[src/design/rdld_pkg.sv]
// Shared constants, register indexes and types for the refresh divisor lock detector.
package rdld_pkg;

	localparam int FRAC_BITS      = 16;
	localparam int WEIGHT_BITS    = 16;
	localparam int IN_BITS        = 28;
	localparam int NATIVE_BITS    = 28;
	localparam int OBS_BITS       = 4;
	localparam int TICK_BITS      = 3;
	localparam int FRAME_BITS     = 30;
	localparam int CFG_DATA_BITS  = 28;
	localparam int CFG_INDEX_BITS = 3;

	localparam int MAX_DIVISOR_DEF = 4;
	localparam int PERIOD_BITS_DEF = 28;

	localparam logic [CFG_INDEX_BITS-1:0] CFG_NATIVE_PERIOD     = 3'd0;
	localparam logic [CFG_INDEX_BITS-1:0] CFG_MATCH_TOLERANCE   = 3'd1;
	localparam logic [CFG_INDEX_BITS-1:0] CFG_LONGEST_PERIOD    = 3'd2;
	localparam logic [CFG_INDEX_BITS-1:0] CFG_AVERAGE_WEIGHT    = 3'd3;
	localparam logic [CFG_INDEX_BITS-1:0] CFG_LOCK_OBSERVATIONS = 3'd4;

	localparam logic [NATIVE_BITS-1:0] NATIVE_PERIOD_RST     = 28'd1666667;
	localparam logic [WEIGHT_BITS-1:0] MATCH_TOLERANCE_RST   = 16'd1311;
	localparam logic [IN_BITS-1:0]     LONGEST_PERIOD_RST    = 28'd10000000;
	localparam logic [WEIGHT_BITS-1:0] AVERAGE_WEIGHT_RST    = 16'd6554;
	localparam logic [OBS_BITS-1:0]    LOCK_OBSERVATIONS_RST = 4'd8;

	// Request to the serial multiplier: start pulse and half-LSB rounding addend.
	typedef struct packed {
		logic start;
		logic round;
	} mul_req_t;

endpackage

[src/design/rdld_sermul.sv]
// Bit-serial shift-add multiplier, one multiplier bit per cycle, optional rounding addend.
module rdld_sermul #(
	parameter int A_BITS = rdld_pkg::PERIOD_BITS_DEF + rdld_pkg::FRAC_BITS,
	parameter int B_BITS = rdld_pkg::WEIGHT_BITS
) (
	input  logic                     clk,
	input  logic                     arst_n,
	input  rdld_pkg::mul_req_t       req,
	input  logic [A_BITS-1:0]        a,
	input  logic [B_BITS-1:0]        b,
	output logic [A_BITS+B_BITS-1:0] product,
	output logic                     done
);

	localparam int P_BITS = A_BITS + B_BITS;
	localparam int C_BITS = $clog2(B_BITS + 1);
	localparam logic [P_BITS-1:0] ROUND = P_BITS'(64'd1 << (rdld_pkg::FRAC_BITS - 1));

	logic [P_BITS-1:0] a_q;
	logic [P_BITS-1:0] acc_q;
	logic [B_BITS-1:0] b_q;
	logic [C_BITS-1:0] cnt_q;
	logic              done_q;

	always_ff @(posedge clk or negedge arst_n) begin
		if (!arst_n) begin
			a_q    <= '0;
			acc_q  <= '0;
			b_q    <= '0;
			cnt_q  <= '0;
			done_q <= 1'b0;
		end else begin
			done_q <= 1'b0;
			if (req.start) begin
				a_q   <= P_BITS'(a);
				b_q   <= b;
				acc_q <= req.round ? ROUND : '0;
				cnt_q <= C_BITS'(B_BITS);
			end else if (cnt_q != '0) begin
				// add the shifted multiplicand where the current bit is set
				if (b_q[0]) begin
					acc_q <= acc_q + a_q;
				end
				a_q   <= a_q << 1;
				b_q   <= b_q >> 1;
				cnt_q <= cnt_q - C_BITS'(1);
				if (cnt_q == C_BITS'(1)) begin
					done_q <= 1'b1;
				end
			end
		end
	end

	assign product = acc_q;
	assign done    = done_q;

endmodule

[src/design/refresh_divisor_lock_detector.sv]
// Top level of the refresh divisor lock detector: averager, divisor search and handshakes.
//
//  channel  | direction | handshake             | payload
//  ---------+-----------+-----------------------+----------------------------------------
//  input    | in        | in_valid / in_stall   | period[27:0]
//  result   | out       | out_valid / out_stall | locked, frame_ticks[2:0],
//           |           |                       | frame_period[29:0]
//  config   | in        | cfg_we                | cfg_index[2:0], cfg_data[27:0]
//
// One item is worked on at a time: in_stall stays high from the input transfer until the
// result moves into the output register. A rejected interval or a first sample that does
// not search goes straight to the result; a later sample runs the average step multiply,
// and a sample that searches then runs the tolerance multiply and tries the divisors in
// turn (a first sample that searches skips the step). Reset clears the average, the count
// and both handshakes; a result held under out_stall does not block the next input transfer.
module refresh_divisor_lock_detector #(
	parameter int MAX_DIVISOR = rdld_pkg::MAX_DIVISOR_DEF,
	parameter int PERIOD_BITS = rdld_pkg::PERIOD_BITS_DEF
) (
	input  logic                                 clk,
	input  logic                                 arst_n,
	input  logic                                 in_valid,
	output logic                                 in_stall,
	input  logic [rdld_pkg::IN_BITS-1:0]         period,
	output logic                                 out_valid,
	input  logic                                 out_stall,
	output logic                                 locked,
	output logic [rdld_pkg::TICK_BITS-1:0]       frame_ticks,
	output logic [rdld_pkg::FRAME_BITS-1:0]      frame_period,
	input  logic                                 cfg_we,
	input  logic [rdld_pkg::CFG_INDEX_BITS-1:0]  cfg_index,
	input  logic [rdld_pkg::CFG_DATA_BITS-1:0]   cfg_data
);

	localparam int FRAC = rdld_pkg::FRAC_BITS;
	localparam int WB   = rdld_pkg::WEIGHT_BITS;
	// average width, Q.16
	localparam int AW   = PERIOD_BITS + FRAC;
	// divisor counter width
	localparam int DW   = $clog2(MAX_DIVISOR + 1);
	// target width, native period in Q.16
	localparam int TW   = rdld_pkg::NATIVE_BITS + FRAC;
	// search width: wide enough for n*avg and for the target
	localparam int SW   = ((AW > TW) ? AW : TW) + DW;
	// width for rounding the frame period
	localparam int FW   = ((SW + 1) > (FRAC + rdld_pkg::FRAME_BITS)) ?
		(SW + 1) : (FRAC + rdld_pkg::FRAME_BITS);
	// width for clamping the period
	localparam int PW   = (PERIOD_BITS > rdld_pkg::IN_BITS) ? PERIOD_BITS : rdld_pkg::IN_BITS;
	localparam logic [PW-1:0] PCLAMP = PW'((64'd1 << PERIOD_BITS) - 64'd1);
	localparam logic [FW-1:0] HALF   = FW'(64'd1 << (FRAC - 1));

	typedef enum logic [2:0] {
		ST_IDLE,
		ST_STEP,
		ST_TOL,
		ST_SEARCH,
		ST_FINISH
	} state_t;

	// configuration registers
	logic [rdld_pkg::NATIVE_BITS-1:0] native_q;
	logic [WB-1:0]                    tol_q;
	logic [rdld_pkg::IN_BITS-1:0]     longest_q;
	logic [WB-1:0]                    weight_q;
	logic [rdld_pkg::OBS_BITS-1:0]    obs_q;

	state_t                           state_q;
	logic [AW-1:0]                    avg_q;
	logic [rdld_pkg::OBS_BITS-1:0]    count_q;
	logic                             search_q;
	logic                             dir_q;
	logic [AW-1:0]                    mul_a_q;
	logic [WB-1:0]                    mul_b_q;
	rdld_pkg::mul_req_t               mul_req_q;
	logic [AW+WB-1:0]                 t_q;
	logic [SW-1:0]                    scaled_q;
	logic [SW+FRAC-1:0]               tscaled_q;
	logic [DW-1:0]                    n_q;
	logic                             res_locked_q;
	logic [rdld_pkg::TICK_BITS-1:0]   res_ticks_q;
	logic [rdld_pkg::FRAME_BITS-1:0]  res_frame_q;
	logic                             out_valid_q;
	logic                             locked_q;
	logic [rdld_pkg::TICK_BITS-1:0]   ticks_q;
	logic [rdld_pkg::FRAME_BITS-1:0]  frame_q;

	logic [AW+WB-1:0]                 mul_prod;
	logic                             mul_done;

	rdld_pkg::mul_req_t               mul_req;
	logic                             bad;
	logic [PW-1:0]                    period_w;
	logic [PERIOD_BITS-1:0]           period_c;
	logic [AW-1:0]                    sample;
	logic [AW-1:0]                    mag;
	logic [AW-1:0]                    step;
	logic [AW-1:0]                    avg_n;
	logic [rdld_pkg::OBS_BITS-1:0]    need;
	logic [rdld_pkg::OBS_BITS-1:0]    count_inc;
	logic                             search_now;
	logic [SW-1:0]                    target;
	logic [SW-1:0]                    diff;
	logic                             match;
	logic [FW-1:0]                    frame_sum;

	// configuration writes; unknown indexes are dropped
	always_ff @(posedge clk or negedge arst_n) begin
		if (!arst_n) begin
			native_q  <= rdld_pkg::NATIVE_PERIOD_RST;
			tol_q     <= rdld_pkg::MATCH_TOLERANCE_RST;
			longest_q <= rdld_pkg::LONGEST_PERIOD_RST;
			weight_q  <= rdld_pkg::AVERAGE_WEIGHT_RST;
			obs_q     <= rdld_pkg::LOCK_OBSERVATIONS_RST;
		end else if (cfg_we) begin
			unique case (cfg_index)
				rdld_pkg::CFG_NATIVE_PERIOD:     native_q  <= cfg_data;
				rdld_pkg::CFG_MATCH_TOLERANCE:   tol_q     <= cfg_data[WB-1:0];
				rdld_pkg::CFG_LONGEST_PERIOD:    longest_q <= cfg_data;
				rdld_pkg::CFG_AVERAGE_WEIGHT:    weight_q  <= cfg_data[WB-1:0];
				rdld_pkg::CFG_LOCK_OBSERVATIONS: obs_q     <= cfg_data[rdld_pkg::OBS_BITS-1:0];
				default: ;
			endcase
		end
	end

	// one shared multiplier: first the average step, then avg * tolerance
	rdld_sermul #(
		.A_BITS (AW),
		.B_BITS (WB)
	) u_mul (
		.clk     (clk),
		.arst_n  (arst_n),
		.req     (mul_req_q),
		.a       (mul_a_q),
		.b       (mul_b_q),
		.product (mul_prod),
		.done    (mul_done)
	);

	always_comb begin
		// a zero interval or one longer than the longest period clears the average and the count
		bad      = (period == '0) || (period > longest_q);
		period_w = PW'(period);
		period_c = (period_w > PCLAMP) ? PCLAMP[PERIOD_BITS-1:0] : period_w[PERIOD_BITS-1:0];
		sample   = {period_c, {FRAC{1'b0}}};
		mag      = (sample >= avg_q) ? (sample - avg_q) : (avg_q - sample);

		// the product already carries the half-LSB addend, so the step is a plain shift
		step  = mul_prod[AW+FRAC-1:FRAC];
		avg_n = dir_q ? (avg_q + step) : (avg_q - step);

		// a zero observation limit counts as one
		need       = (obs_q == '0) ? rdld_pkg::OBS_BITS'(1) : obs_q;
		count_inc  = count_q + rdld_pkg::OBS_BITS'(1);
		search_now = (count_q < need) ? !(count_inc < need) : 1'b1;

		// |target - n*avg| * 2^16 <= n * (avg * tol)
		target = SW'({native_q, {FRAC{1'b0}}});
		diff   = (target >= scaled_q) ? (target - scaled_q) : (scaled_q - target);
		match  = {diff, {FRAC{1'b0}}} <= tscaled_q;

		frame_sum = FW'(scaled_q) + HALF;

		// start the step multiply on a later sample, the tolerance multiply once searching
		mul_req = '0;
		if (state_q == ST_IDLE && in_valid && !bad && (count_q != '0 || search_now)) begin
			mul_req.start = 1'b1;
			mul_req.round = (count_q != '0);
		end else if (state_q == ST_STEP && mul_done && search_q) begin
			mul_req.start = 1'b1;
		end
	end

	always_ff @(posedge clk or negedge arst_n) begin
		if (!arst_n) begin
			state_q      <= ST_IDLE;
			avg_q        <= '0;
			count_q      <= '0;
			search_q     <= 1'b0;
			dir_q        <= 1'b0;
			mul_a_q      <= '0;
			mul_b_q      <= '0;
			mul_req_q    <= '0;
			t_q          <= '0;
			scaled_q     <= '0;
			tscaled_q    <= '0;
			n_q          <= '0;
			res_locked_q <= 1'b0;
			res_ticks_q  <= '0;
			res_frame_q  <= '0;
			out_valid_q  <= 1'b0;
			locked_q     <= 1'b0;
			ticks_q      <= '0;
			frame_q      <= '0;
		end else begin
			mul_req_q <= mul_req;
			// raise valid as a result enters the output register, drop it once taken
			if (state_q == ST_FINISH && (!out_valid_q || !out_stall)) begin
				out_valid_q <= 1'b1;
			end else if (out_valid_q && !out_stall) begin
				out_valid_q <= 1'b0;
			end

			unique case (state_q)
				ST_IDLE: begin
					if (in_valid) begin
						if (bad) begin
							avg_q        <= '0;
							count_q      <= '0;
							res_locked_q <= 1'b0;
							res_ticks_q  <= '0;
							res_frame_q  <= '0;
							state_q      <= ST_FINISH;
						end else begin
							if (count_q < need) begin
								count_q <= count_inc;
							end
							search_q <= search_now;
							if (count_q == '0) begin
								// first sample loads the average
								avg_q <= sample;
								if (search_now) begin
									mul_a_q <= sample;
									mul_b_q <= tol_q;
									state_q <= ST_TOL;
								end else begin
									res_locked_q <= 1'b0;
									res_ticks_q  <= '0;
									res_frame_q  <= '0;
									state_q      <= ST_FINISH;
								end
							end else begin
								dir_q   <= sample >= avg_q;
								mul_a_q <= mag;
								mul_b_q <= weight_q;
								state_q <= ST_STEP;
							end
						end
					end
				end

				ST_STEP: begin
					if (mul_done) begin
						avg_q <= avg_n;
						if (search_q) begin
							mul_a_q <= avg_n;
							mul_b_q <= tol_q;
							state_q <= ST_TOL;
						end else begin
							res_locked_q <= 1'b0;
							res_ticks_q  <= '0;
							res_frame_q  <= '0;
							state_q      <= ST_FINISH;
						end
					end
				end

				ST_TOL: begin
					if (mul_done) begin
						t_q       <= mul_prod;
						scaled_q  <= SW'(avg_q);
						tscaled_q <= (SW + FRAC)'(mul_prod);
						n_q       <= DW'(1);
						state_q   <= ST_SEARCH;
					end
				end

				ST_SEARCH: begin
					// try one divisor per cycle, smallest first
					if (match) begin
						res_locked_q <= 1'b1;
						res_ticks_q  <= rdld_pkg::TICK_BITS'(n_q);
						res_frame_q  <= frame_sum[FRAC+rdld_pkg::FRAME_BITS-1:FRAC];
						state_q      <= ST_FINISH;
					end else if (n_q == DW'(MAX_DIVISOR)) begin
						res_locked_q <= 1'b0;
						res_ticks_q  <= '0;
						res_frame_q  <= '0;
						state_q      <= ST_FINISH;
					end else begin
						n_q       <= n_q + DW'(1);
						scaled_q  <= scaled_q + SW'(avg_q);
						tscaled_q <= tscaled_q + (SW + FRAC)'(t_q);
					end
				end

				ST_FINISH: begin
					// hold until the output register is free
					if (!out_valid_q || !out_stall) begin
						locked_q <= res_locked_q;
						ticks_q  <= res_ticks_q;
						frame_q  <= res_frame_q;
						state_q  <= ST_IDLE;
					end
				end

				default: state_q <= ST_IDLE;
			endcase
		end
	end

	assign in_stall     = (state_q != ST_IDLE);
	assign out_valid    = out_valid_q;
	assign locked       = locked_q;
	assign frame_ticks  = ticks_q;
	assign frame_period = frame_q;

endmodule
[config.mk]
export PLATFORM = sky130hd
export DESIGN_NAME = refresh_divisor_lock_detector
export DESIGN_NICKNAME = d
export VERILOG_FILES = /design/src/design/rdld_pkg.sv /design/src/design/rdld_sermul.sv /design/src/design/refresh_divisor_lock_detector.sv
export SDC_FILE = /design/constraint.sdc
export NUM_CORES = 2
export LEC_CHECK = 0
export ABC_AREA = 1
export BUFFER_PORTS_ARGS = -buffer_cell sky130_fd_sc_hd__buf_2
export CELL_PAD_IN_SITES_DETAIL_PLACEMENT = 2
export CELL_PAD_IN_SITES_GLOBAL_PLACEMENT = 2
export CORE_MARGIN = 10
export CORE_UTILIZATION = 32
export CTS_BUF_LIST = sky130_fd_sc_hd__clkbuf_8 sky130_fd_sc_hd__clkbuf_16
export DETAILED_ROUTE_END_ITERATION = 16
export PLACE_DENSITY = 0.75
export SLEW_MARGIN = 20
export SYNTH_ARGS = -nofsm -noshare
export SYNTH_HDL_FRONTEND = slang
export SYNTH_SLANG_ARGS = --single-unit
[constraint.sdc]
create_clock -name clk -period 3.94 [get_ports clk]
set_input_delay 0.394 -clock clk [delete_from_list [all_inputs] [get_ports clk]]
set_output_delay 0.394 -clock clk [all_outputs]
set_load 0.02 [all_outputs]
==> results.cfg <==
[layout]
final_cell_area_um2 = 73100
seq_area_um2 = 14900
multiInputGateArea_um2 = 38900
area_growth_pct = 35.5
final_net_count = 10020
nFillCells = 19679
final_cell_mix = nand2_1, inv_1, buf_4
drive_above_1_share_pct = 24.1
final_common_cell = nand2_1

[timing]
finalSetupTns_ns = -212.45
clock_skew_ns = 0.0500
setup_viol = 203
worstMarginPinSlew_ns = 1.33
rsz0062_at_grt = true
timing.final.crit_period_ns = 5.53
setup_slack_ns = -1.59
clock.fmax_ghz = 0.181
slew_viol_final = 0
relSlewSlack_pct = 10.6
hold_viol_final = 0
timing.hold.ws_ns = 0.124
period_share_pct = 140

[drt]
routed_via_density = 6.01
drtIter0Drc = 7574
wl_um = 389000
detail_route.first_pass.iterations = 6
wl_per_cell_um = 32.9
num_vias = 71060
detail-route-antenna-nets = 0
drc = 0

[floorplanning]
initial_core_util_pct = 32.2
row_count = 150
die_area_um2 = 185000
die_h_um = 431
core_area_um2 = 167000
die_x_um = 431
io_pins = 100

[worst_setup_path]
required_ns = 4.49
crit_type = reg2reg
worstRegToRegCells = 30
rr_endpoint = res_frame_q[4]
cpMostUsedCell = inv_2
max_stage_delay_ns = 0.57
end_kind = register
critPathMaxFanout = 9
worstReg2RegStart = native_q[20]
setup.worst_path.start_class = register
rrSetupSlack_ns = -1.59
cp_slowest_cell = dfstp_2
crit_arrival_ns = 6.08

[min_path]
min_path_cells = 3
hold_path.startpoint = cfg_data[17]
hold_class = in2reg
min_to = longest_q[17]

[clock_network]
htreeDepth = 3
cts_root_buf = clkbuf_16
cts.clk_slew.worst_paths_ns = 0.08
cts_max_path_buffers = 3
insertion_delay_ns = 0.76
cts_tree = yes
cts_inserted_buffers = 78
cts.sinks = 591

[yosys]
syn-cell-area_um2 = 53900
syn-num-nets = 9092
synth_enable_flop_cells = 0
synthFlopType = dfrtp_1
synth_async_sr_flop_share_pct = 100
yosys_warnings = 0
synth_seq_cells = 591
ys_types = 60
yosysSeqAreaShare_pct = 27.5
avgSynthCellArea_um2 = 6.26
syn_inst = 8614

[global_route]
grt_max_degree = 117
grt_antenna_before_repair = 46
grt_pass1_vias = 73464
grt_use_total_pct = 35.3
grt_pass1_wl_um = 497000
overflow = 0

[power]
power_density_nw_per_um2 = 1110
peakVddDrop_v = 0.000606
p_total_mw = 81.2
power.leakage_nw = 37.5

[job]
max-cap-violations = 0

[outcome]
violations = setup timing
status = finished with violations

[placed_design]
gp_congestion = 0.978
placed_cell_area_um2 = 62800
port_buffers = 99
detailed_place_hpwl_um = 252000
-- what timing repair did --
action / in CTS / in global routing
pin swaps: 193 / 276
setup endpoints to repair: 200 / 203
endpoints found under the hold margin: 52 / 0
hold buffers: 2 / 0
gates cloned: 26 / 6
buffers inserted: 64 / 84
gates resized for setup: 742 / 889
-- how the worst max path moves through the flow --
stage	cells after the start	from	to	slack, ns
after CTS	30	native_q[9]	res_frame_q[21]	-0.64
after global placement	31	native_q[11]	tscaled_q[13]	-0.94
after floorplan	32	native_q[19]	scaled_q[1]	0.0008
after global routing	30	native_q[20]	res_frame_q[4]	-1.65
final	30	native_q[20]	res_frame_q[4]	-1.59
after detailed placement	28	native_q[10]	scaled_q[46]	-1.24
-- cells in the mapped netlist, drive strengths merged (9+ instances only) --
cell type	instances	area (um^2)
o21bai	46	345
o221ai	15	131
inv	1211	4550
mux2	36	405
dfstp	36	946
nand4	95	601
dfrtp	555	13900
or2	32	200
a31oi	42	263
ha	408	5100
xor2	130	1140
nor3	88	494
a21o	41	308
a21oi	514	2590
xnor2	17	149
buf	73	444
o21a	19	143
o22ai	32	200
o31ai	9	67.6
nor4	24	150
clkbuf	163	621
nand2	2817	10600
o211ai	40	300
a21boi	11	82.6
o21ai	784	3920
and2	15	93.8
nor2	779	3000
nand3	512	2580
nand3b	44	330
-- cell families after synthesis --
group,count (synthesis),synth area share (%)
xor gates and xnor gates,147,2.39
muxes,36,0.752
buffers and inverters,1450,10.4
AOI/OAI and AO/OA,1565,15.7
and+or+nand+nor,4411,33.6
adders and majority gates,414,9.69
DFF,591,27.5
-- registers in the layout, summed over array words and instances (netlist names), 2 cells and up --
| signal | count |
|---|---|
| native_q | 28 |
| mul_req_q | 2 |
| u_mul.product | 60 |
| longest_q | 28 |
| tol_q | 16 |
| u_mul.cnt_q | 5 |
| frame_ticks | 3 |
| n_q | 3 |
| u_mul.b_q | 16 |
| avg_q | 44 |
| t_q | 60 |
| state_q | 3 |
| u_mul.a_q | 60 |
| tscaled_q | 63 |
| res_frame_q | 30 |
| scaled_q | 47 |
| mul_a_q | 44 |
| frame_period | 30 |
| obs_q | 4 |
| count_q | 4 |
| weight_q | 16 |
| res_ticks_q | 3 |
| mul_b_q | 16 |
-- area by class of cell --
| class | count | area share, % |
|---|---|---|
| well taps | 2204 | 3.77 |
| diodes | 17 | 0.0582 |
| multi-input cells | 6573 | 53.2 |
| repair buffers | 1084 | 12.7 |
| clock inverters | 46 | 0.570 |
| flip-flops and latches | 591 | 20.3 |
| clock buffers | 96 | 3.04 |
| inverters | 1214 | 6.30 |
-- critical path, delay by kind of cell (launching register included) --
family,cells,cell delay [ns]
buf+inv,9,1.07
compound gates,2,0.31
flops,1,0.57
fa+ha+maj,2,0.60
simple gates,17,2.75
-- per-stage QoR --
step                utilization, %  setup slack (ns)  std cells
floorplan                        -          0.000781       8614
global placement              37.5            -0.938      11518
detailed placement            37.5             -1.24      11518
CTS                           41.3            -0.638      11746
global route                  43.6             -1.65      11809
finish                        43.6             -1.59      11825
-- power by group --
group,total (mW),switching [mW],internal [mW]
registers,10.8,2.72,8.08
logic,62.5,40.8,21.7
clock network,7.95,3.54,4.40
total,81.2,47.1,34.2
-- layer usage --
metal	GRT usage, %	vias to the layer above	share of wire (%)
li1	-	29572	-
met1	43.9	35835	37
met2	58.0	3981	45
met3	6.47	1634	9.1
met4	18.7	38	8.8
met5	0	-	0.066
No activity file was read; power rests on OpenSTA's default activity.
